**src/rtl/core/abs_pkg.sv**
```systemverilog
// Shared types and constants for the alternating-bit sender.
package abs_pkg;

  localparam int MAX_BYTES   = 20;  // payload bytes carried by the ports
  localparam int CHECK_W     = 32;
  localparam int BYTE_SUM_W  = 13;  // holds a sum of up to 20 sign-extended bytes
  localparam int TIMEOUT_W   = 16;
  localparam logic [TIMEOUT_W-1:0] TIMEOUT_RESET = 16'd25;

  typedef enum logic [1:0] {
    CMD_MESSAGE = 2'd0,
    CMD_ACK     = 2'd1,
    CMD_TICK    = 2'd2
  } cmd_t;

  typedef enum logic [1:0] {
    CAUSE_FIRST   = 2'd0,
    CAUSE_BAD_ACK = 2'd1,
    CAUSE_TIMEOUT = 2'd2
  } cause_t;

  // Classified item passed from front to back.
  typedef struct packed {
    logic [1:0]                   cmd;
    logic signed [BYTE_SUM_W-1:0] byte_sum;
    logic [CHECK_W-1:0]           seq_ack_sum;
    logic [CHECK_W-1:0]           check_in;
    logic                         ack_is_0;
    logic                         ack_is_1;
  } cmd_info_t;

  // Header of one packet to send.
  typedef struct packed {
    logic               seq_bit;
    logic [CHECK_W-1:0] check;
    logic [1:0]         cause;
  } send_info_t;

endpackage

```
**src/rtl/core/abs_fifo.sv**
```systemverilog
// Small register-based FIFO used between the stages.
module abs_fifo #(
  parameter int WIDTH = 8,
  parameter int DEPTH = 2
) (
  input  logic             clk,
  input  logic             rst,
  input  logic             push,
  input  logic [WIDTH-1:0] din,
  output logic             full,
  input  logic             pop,
  output logic [WIDTH-1:0] dout,
  output logic             empty
);

  localparam int PTR_W = (DEPTH > 1) ? $clog2(DEPTH) : 1;
  localparam int CNT_W = $clog2(DEPTH + 1);

  logic [WIDTH-1:0] mem [DEPTH];
  logic [PTR_W-1:0] wr_ptr;
  logic [PTR_W-1:0] rd_ptr;
  logic [CNT_W-1:0] count;
  logic             do_push;
  logic             do_pop;

  assign full    = (count == CNT_W'(DEPTH));
  assign empty   = (count == '0);
  assign do_push = push && !full;
  assign do_pop  = pop && !empty;
  assign dout    = mem[rd_ptr];

  always_ff @(posedge clk) begin
    if (do_push) begin
      mem[wr_ptr] <= din;
    end
  end

  always_ff @(posedge clk) begin
    if (rst) begin
      wr_ptr <= '0;
      rd_ptr <= '0;
      count  <= '0;
    end else begin
      if (do_push) begin
        wr_ptr <= (wr_ptr == PTR_W'(DEPTH - 1)) ? '0 : wr_ptr + 1'b1;
      end
      if (do_pop) begin
        rd_ptr <= (rd_ptr == PTR_W'(DEPTH - 1)) ? '0 : rd_ptr + 1'b1;
      end
      if (do_push && !do_pop) begin
        count <= count + 1'b1;
      end else if (do_pop && !do_push) begin
        count <= count - 1'b1;
      end
    end
  end

endmodule

```
**src/rtl/core/abs_front.sv**
```systemverilog
// Front stage: takes items, sums payload bytes and precomputes ack checks.
module abs_front #(
  parameter int STORED_BYTES = 20
) (
  input  logic                                 clk,
  input  logic                                 rst,
  input  logic                                 push,
  output logic                                 full,
  input  logic [1:0]                           command,
  input  logic [abs_pkg::MAX_BYTES*8-1:0]      pay_in,
  input  logic signed [abs_pkg::CHECK_W-1:0]   seq_in,
  input  logic signed [abs_pkg::CHECK_W-1:0]   ack_in,
  input  logic signed [abs_pkg::CHECK_W-1:0]   check_in,
  output logic                                 q_push,
  input  logic                                 q_full,
  output abs_pkg::cmd_info_t                   q_info,
  output logic [STORED_BYTES*8-1:0]            q_pay
);

  localparam int PAY_W = STORED_BYTES * 8;
  localparam int GRPS  = (STORED_BYTES + 3) / 4;

  logic                                  valid;
  logic                                  take;
  abs_pkg::cmd_info_t                    info_next;
  logic signed [abs_pkg::BYTE_SUM_W-1:0] grp [GRPS];
  logic signed [abs_pkg::BYTE_SUM_W-1:0] byte_sum;

  assign full   = valid && q_full;
  assign take   = push && !full;
  assign q_push = valid;

  // Adder tree: groups of four bytes, then the group sums.
  always_comb begin
    int idx;
    idx = 0;
    for (int g = 0; g < GRPS; g++) begin
      grp[g] = '0;
      for (int k = 0; k < 4; k++) begin
        idx = g * 4 + k;
        if (idx < STORED_BYTES) begin
          grp[g] = grp[g] + abs_pkg::BYTE_SUM_W'(signed'(pay_in[idx*8 +: 8]));
        end
      end
    end
    byte_sum = '0;
    for (int g = 0; g < GRPS; g++) begin
      byte_sum = byte_sum + grp[g];
    end
  end

  always_comb begin
    info_next.cmd         = command;
    info_next.byte_sum    = byte_sum;
    info_next.seq_ack_sum = abs_pkg::CHECK_W'(seq_in + ack_in);
    info_next.check_in    = check_in;
    info_next.ack_is_0    = (ack_in == 32'sd0);
    info_next.ack_is_1    = (ack_in == 32'sd1);
  end

  always_ff @(posedge clk) begin
    if (rst) begin
      valid <= 1'b0;
    end else if (take) begin
      valid <= 1'b1;
    end else if (!q_full) begin
      valid <= 1'b0;
    end
  end

  always_ff @(posedge clk) begin
    if (take) begin
      q_info <= info_next;
      q_pay  <= pay_in[PAY_W-1:0];
    end
  end

endmodule

```
**src/rtl/core/abs_back.sv**
```systemverilog
// Back stage: protocol state, stored packet, timer and packet sends.
module abs_back #(
  parameter int STORED_BYTES = 20,
  parameter int TIMER_BITS   = 16
) (
  input  logic                              clk,
  input  logic                              rst,
  input  logic                              cfg_write,
  input  logic [abs_pkg::TIMEOUT_W-1:0]     cfg_data,
  input  logic                              q_empty,
  input  abs_pkg::cmd_info_t                q_info,
  input  logic [STORED_BYTES*8-1:0]         q_pay,
  output logic                              q_pop,
  input  logic                              r_full,
  output logic                              r_push,
  output abs_pkg::send_info_t               r_info,
  output logic [STORED_BYTES*8-1:0]         r_pay
);

  localparam int PAY_W = STORED_BYTES * 8;

  logic [abs_pkg::TIMEOUT_W-1:0] timeout_ticks;
  logic                          waiting;
  logic                          seq_bit;
  logic [TIMER_BITS-1:0]         ticks_left;
  logic [PAY_W-1:0]              stored_pay;
  logic [abs_pkg::CHECK_W-1:0]   stored_check;

  logic                          waiting_next;
  logic                          seq_bit_next;
  logic [TIMER_BITS-1:0]         ticks_left_next;
  logic                          store_en;
  logic [abs_pkg::CHECK_W-1:0]   msg_check;
  logic [abs_pkg::CHECK_W-1:0]   ack_calc;
  logic                          ack_good;
  logic                          fire;
  logic [TIMER_BITS-1:0]         arm_value;

  assign fire      = !q_empty && !r_full;
  assign q_pop     = fire;
  assign arm_value = TIMER_BITS'(timeout_ticks);
  assign msg_check = abs_pkg::CHECK_W'(q_info.byte_sum) + abs_pkg::CHECK_W'(seq_bit);
  assign ack_calc  = abs_pkg::CHECK_W'(q_info.byte_sum) + q_info.seq_ack_sum;
  assign ack_good  = (seq_bit ? q_info.ack_is_1 : q_info.ack_is_0)
                     && (ack_calc == q_info.check_in);

  always_comb begin
    waiting_next    = waiting;
    seq_bit_next    = seq_bit;
    ticks_left_next = ticks_left;
    store_en        = 1'b0;
    r_push          = 1'b0;
    r_info.seq_bit  = seq_bit;
    r_info.check    = stored_check;
    r_info.cause    = abs_pkg::CAUSE_FIRST;
    r_pay           = stored_pay;
    if (fire && waiting) begin
      case (abs_pkg::cmd_t'(q_info.cmd))
        abs_pkg::CMD_ACK: begin
          if (ack_good) begin
            ticks_left_next = '0;
            waiting_next    = 1'b0;
            seq_bit_next    = !seq_bit;
          end else begin
            r_push       = 1'b1;
            r_info.cause = abs_pkg::CAUSE_BAD_ACK;
          end
        end
        abs_pkg::CMD_TICK: begin
          // zero or one left: timeout fires
          if (ticks_left <= TIMER_BITS'(1)) begin
            ticks_left_next = arm_value;
            r_push          = 1'b1;
            r_info.cause    = abs_pkg::CAUSE_TIMEOUT;
          end else begin
            ticks_left_next = ticks_left - 1'b1;
          end
        end
        default: ;  // message or unused code while waiting is dropped
      endcase
    end else if (fire && (abs_pkg::cmd_t'(q_info.cmd) == abs_pkg::CMD_MESSAGE)) begin
      store_en        = 1'b1;
      waiting_next    = 1'b1;
      ticks_left_next = arm_value;
      r_push          = 1'b1;
      r_info.check    = msg_check;
      r_info.cause    = abs_pkg::CAUSE_FIRST;
      r_pay           = q_pay;
    end
  end

  always_ff @(posedge clk) begin
    if (rst) begin
      timeout_ticks <= abs_pkg::TIMEOUT_RESET;
      waiting       <= 1'b0;
      seq_bit       <= 1'b0;
      ticks_left    <= '0;
    end else begin
      if (cfg_write) begin
        timeout_ticks <= cfg_data;
      end
      waiting    <= waiting_next;
      seq_bit    <= seq_bit_next;
      ticks_left <= ticks_left_next;
    end
  end

  always_ff @(posedge clk) begin
    if (store_en) begin
      stored_pay   <= q_pay;
      stored_check <= msg_check;
    end
  end

endmodule

```
**src/rtl/core/alternating_bit_sender_unit.sv**
```systemverilog
// Top level of the alternating-bit protocol sender.
//
// Channel   Direction  Handshake         Fields
// input     in         push / full       command, payload_low/mid/high,
//                                        in_seq_number, in_ack_number, in_check_value
// result    out        empty / pop       out_seq_bit, out_ack_number, out_check_value,
//                                        out_payload_low/mid/high, send_cause
// config    in         cfg_write         cfg_data (timeout_ticks)
//
// One item per cycle sustained while the result queue is not full; a packet send
// passes the front register and the item queue before the back stage
// writes the result queue directly.
// The front adder tree and the back's 32-bit adds and compare set the clock.
// rst is synchronous: sender idle, sequence bit 0, timer 0, timeout 25 ticks.
// A full result queue stalls the back stage, the item queue then fills and
// full rises; each side stalls on its own.
module alternating_bit_sender_unit #(
  parameter int PAYLOAD_BYTES = 20,
  parameter int TIMER_BITS    = 16
) (
  input  logic               clk,
  input  logic               rst,
  input  logic               push,
  output logic               full,
  input  logic [1:0]         command,
  input  logic [63:0]        payload_low,
  input  logic [63:0]        payload_mid,
  input  logic [31:0]        payload_high,
  input  logic signed [31:0] in_seq_number,
  input  logic signed [31:0] in_ack_number,
  input  logic signed [31:0] in_check_value,
  output logic               empty,
  input  logic               pop,
  output logic               out_seq_bit,
  output logic               out_ack_number,
  output logic signed [31:0] out_check_value,
  output logic [63:0]        out_payload_low,
  output logic [63:0]        out_payload_mid,
  output logic [31:0]        out_payload_high,
  output logic [1:0]         send_cause,
  input  logic               cfg_write,
  input  logic [15:0]        cfg_data
);

  localparam int STORED_BYTES = (PAYLOAD_BYTES < abs_pkg::MAX_BYTES) ?
                                PAYLOAD_BYTES : abs_pkg::MAX_BYTES;
  localparam int PAY_W        = STORED_BYTES * 8;
  localparam int ITEM_W       = $bits(abs_pkg::cmd_info_t) + PAY_W;
  localparam int SEND_W       = $bits(abs_pkg::send_info_t) + PAY_W;
  localparam int ALL_W        = abs_pkg::MAX_BYTES * 8;

  logic [ALL_W-1:0]    pay_in;
  logic                f_push;
  logic                iq_full;
  abs_pkg::cmd_info_t  f_info;
  logic [PAY_W-1:0]    f_pay;
  logic [ITEM_W-1:0]   iq_dout;
  logic                iq_empty;
  logic                iq_pop;
  abs_pkg::cmd_info_t  b_info;
  logic [PAY_W-1:0]    b_pay;
  logic                rq_full;
  logic                r_push;
  abs_pkg::send_info_t r_info;
  logic [PAY_W-1:0]    r_pay;
  logic [SEND_W-1:0]   rq_dout;
  abs_pkg::send_info_t o_info;
  logic [ALL_W-1:0]    o_pay;

  assign pay_in = {payload_high, payload_mid, payload_low};

  abs_front #(.STORED_BYTES(STORED_BYTES)) u_front (
    .clk      (clk),
    .rst      (rst),
    .push     (push),
    .full     (full),
    .command  (command),
    .pay_in   (pay_in),
    .seq_in   (in_seq_number),
    .ack_in   (in_ack_number),
    .check_in (in_check_value),
    .q_push   (f_push),
    .q_full   (iq_full),
    .q_info   (f_info),
    .q_pay    (f_pay)
  );

  abs_fifo #(.WIDTH(ITEM_W), .DEPTH(2)) u_item_q (
    .clk   (clk),
    .rst   (rst),
    .push  (f_push),
    .din   ({f_info, f_pay}),
    .full  (iq_full),
    .pop   (iq_pop),
    .dout  (iq_dout),
    .empty (iq_empty)
  );

  assign b_info = abs_pkg::cmd_info_t'(iq_dout[ITEM_W-1:PAY_W]);
  assign b_pay  = iq_dout[PAY_W-1:0];

  abs_back #(.STORED_BYTES(STORED_BYTES), .TIMER_BITS(TIMER_BITS)) u_back (
    .clk       (clk),
    .rst       (rst),
    .cfg_write (cfg_write),
    .cfg_data  (cfg_data),
    .q_empty   (iq_empty),
    .q_info    (b_info),
    .q_pay     (b_pay),
    .q_pop     (iq_pop),
    .r_full    (rq_full),
    .r_push    (r_push),
    .r_info    (r_info),
    .r_pay     (r_pay)
  );

  abs_fifo #(.WIDTH(SEND_W), .DEPTH(2)) u_send_q (
    .clk   (clk),
    .rst   (rst),
    .push  (r_push),
    .din   ({r_info, r_pay}),
    .full  (rq_full),
    .pop   (pop),
    .dout  (rq_dout),
    .empty (empty)
  );

  assign o_info = abs_pkg::send_info_t'(rq_dout[SEND_W-1:PAY_W]);
  assign o_pay  = ALL_W'(rq_dout[PAY_W-1:0]);

  assign out_seq_bit      = o_info.seq_bit;
  assign out_ack_number   = 1'b0;
  assign out_check_value  = signed'(o_info.check);
  assign out_payload_low  = o_pay[63:0];
  assign out_payload_mid  = o_pay[127:64];
  assign out_payload_high = o_pay[159:128];
  assign send_cause       = o_info.cause;

endmodule

```
**config.mk**
```make
export PLATFORM = sky130hd
export DESIGN_NAME = alternating_bit_sender_unit
export DESIGN_NICKNAME = d
export VERILOG_FILES = /design/src/rtl/core/abs_pkg.sv /design/src/rtl/core/abs_fifo.sv /design/src/rtl/core/abs_front.sv /design/src/rtl/core/abs_back.sv /design/src/rtl/core/alternating_bit_sender_unit.sv
export SDC_FILE = /design/constraint.sdc
export NUM_CORES = 2
export LEC_CHECK = 0
export BUFFER_PORTS_ARGS = -buffer_cell sky130_fd_sc_hd__buf_4
export CAP_MARGIN = 20
export CORE_MARGIN = 2
export CORE_UTILIZATION = 54
export DETAILED_ROUTE_END_ITERATION = 7
export MAX_ROUTING_LAYER = met4
export PLACE_DENSITY = 0.86
export SETUP_SLACK_MARGIN = 0.05
export SYNTH_ARGS = -nofsm -noshare
export SYNTH_HDL_FRONTEND = slang
export SYNTH_SLANG_ARGS = --single-unit
```
**constraint.sdc**
```tcl
create_clock -name clk -period 13.8 [get_ports clk]
set_input_delay 0.69 -clock clk [delete_from_list [all_inputs] [get_ports clk]]
set_output_delay 0.69 -clock clk [all_outputs]
set_load 0.02 [all_outputs]
```
Word level (Yosys, flattened, before mapping) --
Memory sizes are Yosys's and may differ from the RTL's. A register that Yosys moved wholly into a read port is not among the register bits. Cells that the tools add are included.
Storage, ports and cells: register bits after elaboration 476, RAM bits 872, bits of input ports 279, word-level logic and storage cells 141, memories 2
Memories:
- u_item_q.mem | depth 2, width 241, read ports 1, clocked after Yosys merged registers in 1, write ports 1, RTL line abs_fifo.sv:19 | logic [WIDTH-1:0] mem [DEPTH];
- u_send_q.mem | depth 2, width 195, read ports 1, clocked after Yosys merged registers in 1, write ports 1, RTL line abs_fifo.sv:19
Cells by class: add/subtract/negate cells 31, order comparisons 1, equal/unequal tests 11, multiplexer cells 42, reduce and logical (&&, ||, !) cells 34
Operator list (count):
- $mux 160 | 2
- $add 13x8->13 | 5
- $add 32x32->32 | 2
- $mux 16 | 4
- $add 13x13->13 | 4
- $add 9x8->10 | 5
- $add 8x8->9 | 5
- $mux 34 | 1
- $eq 32x2->1 const B | 1
- $eq 32x32->1 | 1
- $logic_not 32->1 | 1
- $mux 32 | 1
- $pmux 16 s2 | 1
- $mux 1 | 25
- $le 16x1->1 const B | 1
- $sub 16x1->16 const B | 1
- $add 13x2->14 | 1
- $logic_and 1x1->1 | 14
- $mux 2 | 6
- $logic_not 1->1 | 10
- $reduce_and 3->1 | 3
- $eq 2x2->1 const B | 3
- $logic_not 2->1 | 3
- $reduce_bool 2->1 | 3
- other kinds (10) | 16

Logic depth before layout (Yosys ltp) --
depth in word-level cells 11, mapped depth 28, gate-level depth less buffers 28

By module --
From an unflattened synthesis, not the netlist that was laid out.
Unflattened totals: cells, all modules 3761, area total of the unflattened synthesis 59189.3 µm²
Modules (own cells, without submodules):
- abs_fifo at u_item_q | instances 1, cells each 775, area each 18388.9 µm²
- abs_fifo at u_send_q | instances 1, cells each 632, area each 14910.6 µm²
- abs_front | instances 1, cells each 965, area each 13823.3 µm²
- abs_back | instances 1, cells each 1387, area each 12055.3 µm²
- alternating_bit_sender_unit | instances 1, cells each 2, area each 11.3 µm²

Worst setup path before layout --
Ideal clock, no wire load.
path kind reg-to-reg, start register (tool-made name), end memory u_send_q.mem[0][0] (netlist name), enable pin, arrival 13.322 ns, required time 13.063 ns, path slack -0.259 ns, cell stages (with the launch flop) 23, buffers on the path 8, clock period less this slack 14.059 ns, path through dfxtp_1 -> buf_4 -> buf_6 -> buf_2 -> buf_2 -> buf_1 -> buf_1 -> buf_1 -> clkbuf_1 -> mux2_2 -> ha_1 -> fa_1 -> a21o_1 -> a221oi_4 -> or3_1 -> a211oi_2 -> or3_1 -> nand3_1 -> a2111oi_1 -> nand4_1 -> a21oi_1 -> a211oi_1 -> nor2b_1
RTL lines (RTL line):
- end, declared | abs_fifo.sv:19

==> metrics <==
outcome=finished, final reports clean; Worst Skew=~0.028 ns; synth top area cells=edfxtp_1, mux2_2, fa_1; detailed placement HPWL=about 88000 um; worst reg-to-reg path cell count=17; Nets=approximately 4.3k; post-CTS setup buffer count=0; main flop type after synthesis=edfxtp_1; Max H-tree Level=4; Die ar.=0.1053 mm2; share of layout cells above drive strength 1=0.3254; Int Power=between 10000 and 15000 uW; Boundary Pins=about 480; class of the worst hold path=in -> reg; CP endpoint=u_send_q.mem[0][114]; area share of the largest cell type after synthesis=0.6771; metal2 WL=a little over 60000 um; EDFF count, synth=between 1k and 1.5k; DRT iter0 DRCs=roughly 2.8k; worst rel slew slack=0.2338; cell taking the most area after synthesis=edfxtp_1; syn avg cell area=~17 um2; vias in the first global route=slightly below 30k; synth warn=0; Antenna Nets Post-Route=0; Yosys reg bits=around 1.3k; instance count on the critical path=17; syn_nets=~3.8k; CTS resizes=0; initial antenna violation count=29; length of routed met3 wiring=10020 um; hold buffers post-CTS=0; worst path cell trace=buf_4 -> mux2_2 -> ha_1 -> fa_1 -> a21o_1 -> a221oi_4 -> o21a_1 -> o31a_1 -> o21ai_0 -> a211oi_1 -> a2111oi_0 -> nand4_1 -> a21oi_1 -> a211oi_1 -> nor2b_4 -> buf_4 -> buf_12; Worst VDD drop=about 730 uV; Syn Std Cell Area=approximately 0.055 mm2; Final Critical Period=7.121 ns; Final Setup Violations=0; setup_tns=0 ns; grt ovf=0; Synth Area in Compound Gates=0.03658; Worst setup EP type=register; Clk network pwr share=0.226; Core Area=0.1019 mm2; Largest stage delay, worst path=about 0.73 ns; Simple-Gate Fraction of Synth Area=0.02781; Rows=~120; Port Buf Inserts=around 480; die height=324.5 um; Cells after Synth=between 3k and 4k; die width=324.5 um; Req. time, crit path=~14 ns; switching share of total power=0.3426; CP arrival=roughly 7.5 ns; largest net degree at the start of global routing=approximately 160; max-slew violations=0; design area=~0.065 mm2; critical path fanouts, max=around 130; RSZ-0062 raised after global routing=no; Reg clk slew, reported paths=roughly 0.060 ns; Max Cap Violations=0; drc violations=0; sequential-to-total area share from yosys stat=0.6934; clk buf depth=3; RR Endpoint=u_send_q.mem[0][114]; pwr/cell area=between 200 and 250 mW/mm2; post-synthesis mux area share=0.1229; fmax=140.4 MHz; Combinational Power Share=0.420; CTS Buf Count=132; worst slew pin tran=between 1 and 1.5 ns; Area after DPL=between 0.06 and 0.07 mm2; TritonCTS clock tree=built; GRT Util Overall=0.2498; top layer in use=met4; clk root buf=clkbuf_16; Switching Power=5272 uW; final hold vios=0; initial core utilization=0.5445; Async SR Flop Fraction=0; Largest delay share family, worst path=compound AO/OA/AOI/OAI gates; main combinational cell family by area after synthesis=multiplexers; via count=around 29k; routability cong.=between 0.9 and 1; final wirelength=128900 um; clock latency on the worst-skew pair=approximately 0.73 ns; clock sink total=around 1.3k; r2r setup slk=6.68 ns; leakage=roughly 0.023 uW; via-per-instance ratio=between 5 and 6; # fillers=approximately 6.9k; Distinct cells, synth=69; first-pass GRT wire length=189100 um; CP bufs+invs=3; XOR/XNOR Fraction of Synth Area=0.02431; Slowest-stage cell, CP=buf_4; final worst path period share=0.5160; Post-Synth Adder-Cell Area=0.07375; DR pass1 iterations=5; Routed WL per cell=approximately 25 um; DRT met1 WL=52890 um; CP Launch Type=register; area grow syn2layout=16.79%; crit path kind=reg -> reg; Seq pwr share=0.354; post-layout util=0.6359
metal layers:
layer	vias to the layer above	track usage
met5	-	-
met4	0	0.08082
met3	190	0.06052
met2	1068	0.3911
met1	14940	0.3238
li1	13250	-
stage by stage:
step | setup WS (ns) | power [uW] | hold WS [ns] | std cells
floorplan | 1.746 | 10340 | 0.4215 | 3222
global placement | 6.688 | 11920 | 0.4214 | 4981
detailed placement | 6.623 | 12070 | 0.4298 | 4981
CTS | 6.565 | 15580 | 0.06772 | 5213
global route | 6.108 | 16420 | 0.08670 | 5242
finish | 6.679 | 15390 | 0.1349 | 5242
flip-flops by register name, summed over array words and instances, names as in the netlist, 2 cells and up, named ones only:
signal / count
u_back.ticks_left: 16
u_back.stored_check: 14
u_back.arm_value: 16
u_item_q.mem: 482
u_send_q.mem: 354
u_front.q_info: 81
u_back.stored_pay: 160
u_send_q.count: 2
u_item_q.count: 2
u_front.q_pay: 160
placed cells by master, fill, tap and decap left out, types with 42 or more instances in the layout:
master	count
xnor2_1	112
xor2_1	42
clkbuf_16	133
mux2_2	551
a21oi_1	110
o21ai_0	48
nor2_1	85
inv_1	174
ha_1	127
fa_1	125
dfxtp_1	43
nand2_1	67
buf_4	497
edfxtp_1	1251
mux2i_1	59
how the worst min path moves through the flow:
stage	startpoint	slack [ns]	cells past startpoint	endpoint
after floorplan	u_front.q_pay[0]	0.42	0	u_item_q.mem[0][0]
after global placement	u_front.q_pay[152]	0.42	0	u_item_q.mem[0][152]
after global routing	command[0]	0.09	1	u_front.q_info[79]
final	in_check_value[29]	0.13	1	u_front.q_info[31]
after CTS	command[0]	0.07	1	u_front.q_info[79]
after detailed placement	u_front.q_pay[156]	0.43	0	u_item_q.mem[0][156]
logic make-up (layout without fill, tap and decap cells):
group	Yosys count	after routing
fa+ha+maj	252	252
buf+inv	284	907
simple gates	312	312
compound gates	312	312
mux	611	611
xor+xnor	154	154
other cells	1	30
flops	1296	1296
cell type report:
type / count / area [um2] / area share
flip-flops and latches: 1296 / 38470 / 0.5938
multi-input cells: 1642 / 15870 / 0.2450
repair buffers: 501 / 3811 / 0.05882
clock buffers: 166 / 3476 / 0.05364
well taps: 1368 / 1712 / 0.02642
clock inverters: 66 / 724.4 / 0.01118
inverters: 174 / 653.1 / 0.01008
diodes: 29 / 72.57 / 0.001120
power by group through the flow:
stage	clock (uW)	combinational, uW	sequential [uW]
after floorplan	0	4820	5530
after global placement	0	6430	5490
after detailed placement	0	6550	5520
after CTS	3530	6600	5450
after global routing	3690	7250	5490
final	3470	6470	5450
synthesized netlist by cell type (all sizes together) (30+ instances only):
library cell,count
a21o,36
a21oi,111
buf,40
clkbuf,70
dfxtp,45
edfxtp,1251
fa,125
ha,127
inv,174
mux2,551
mux2i,59
nand2,67
nor2,87
nor3,30
o21ai,48
xnor2,112
xor2,42
Power figures use the tool's default switching activity.
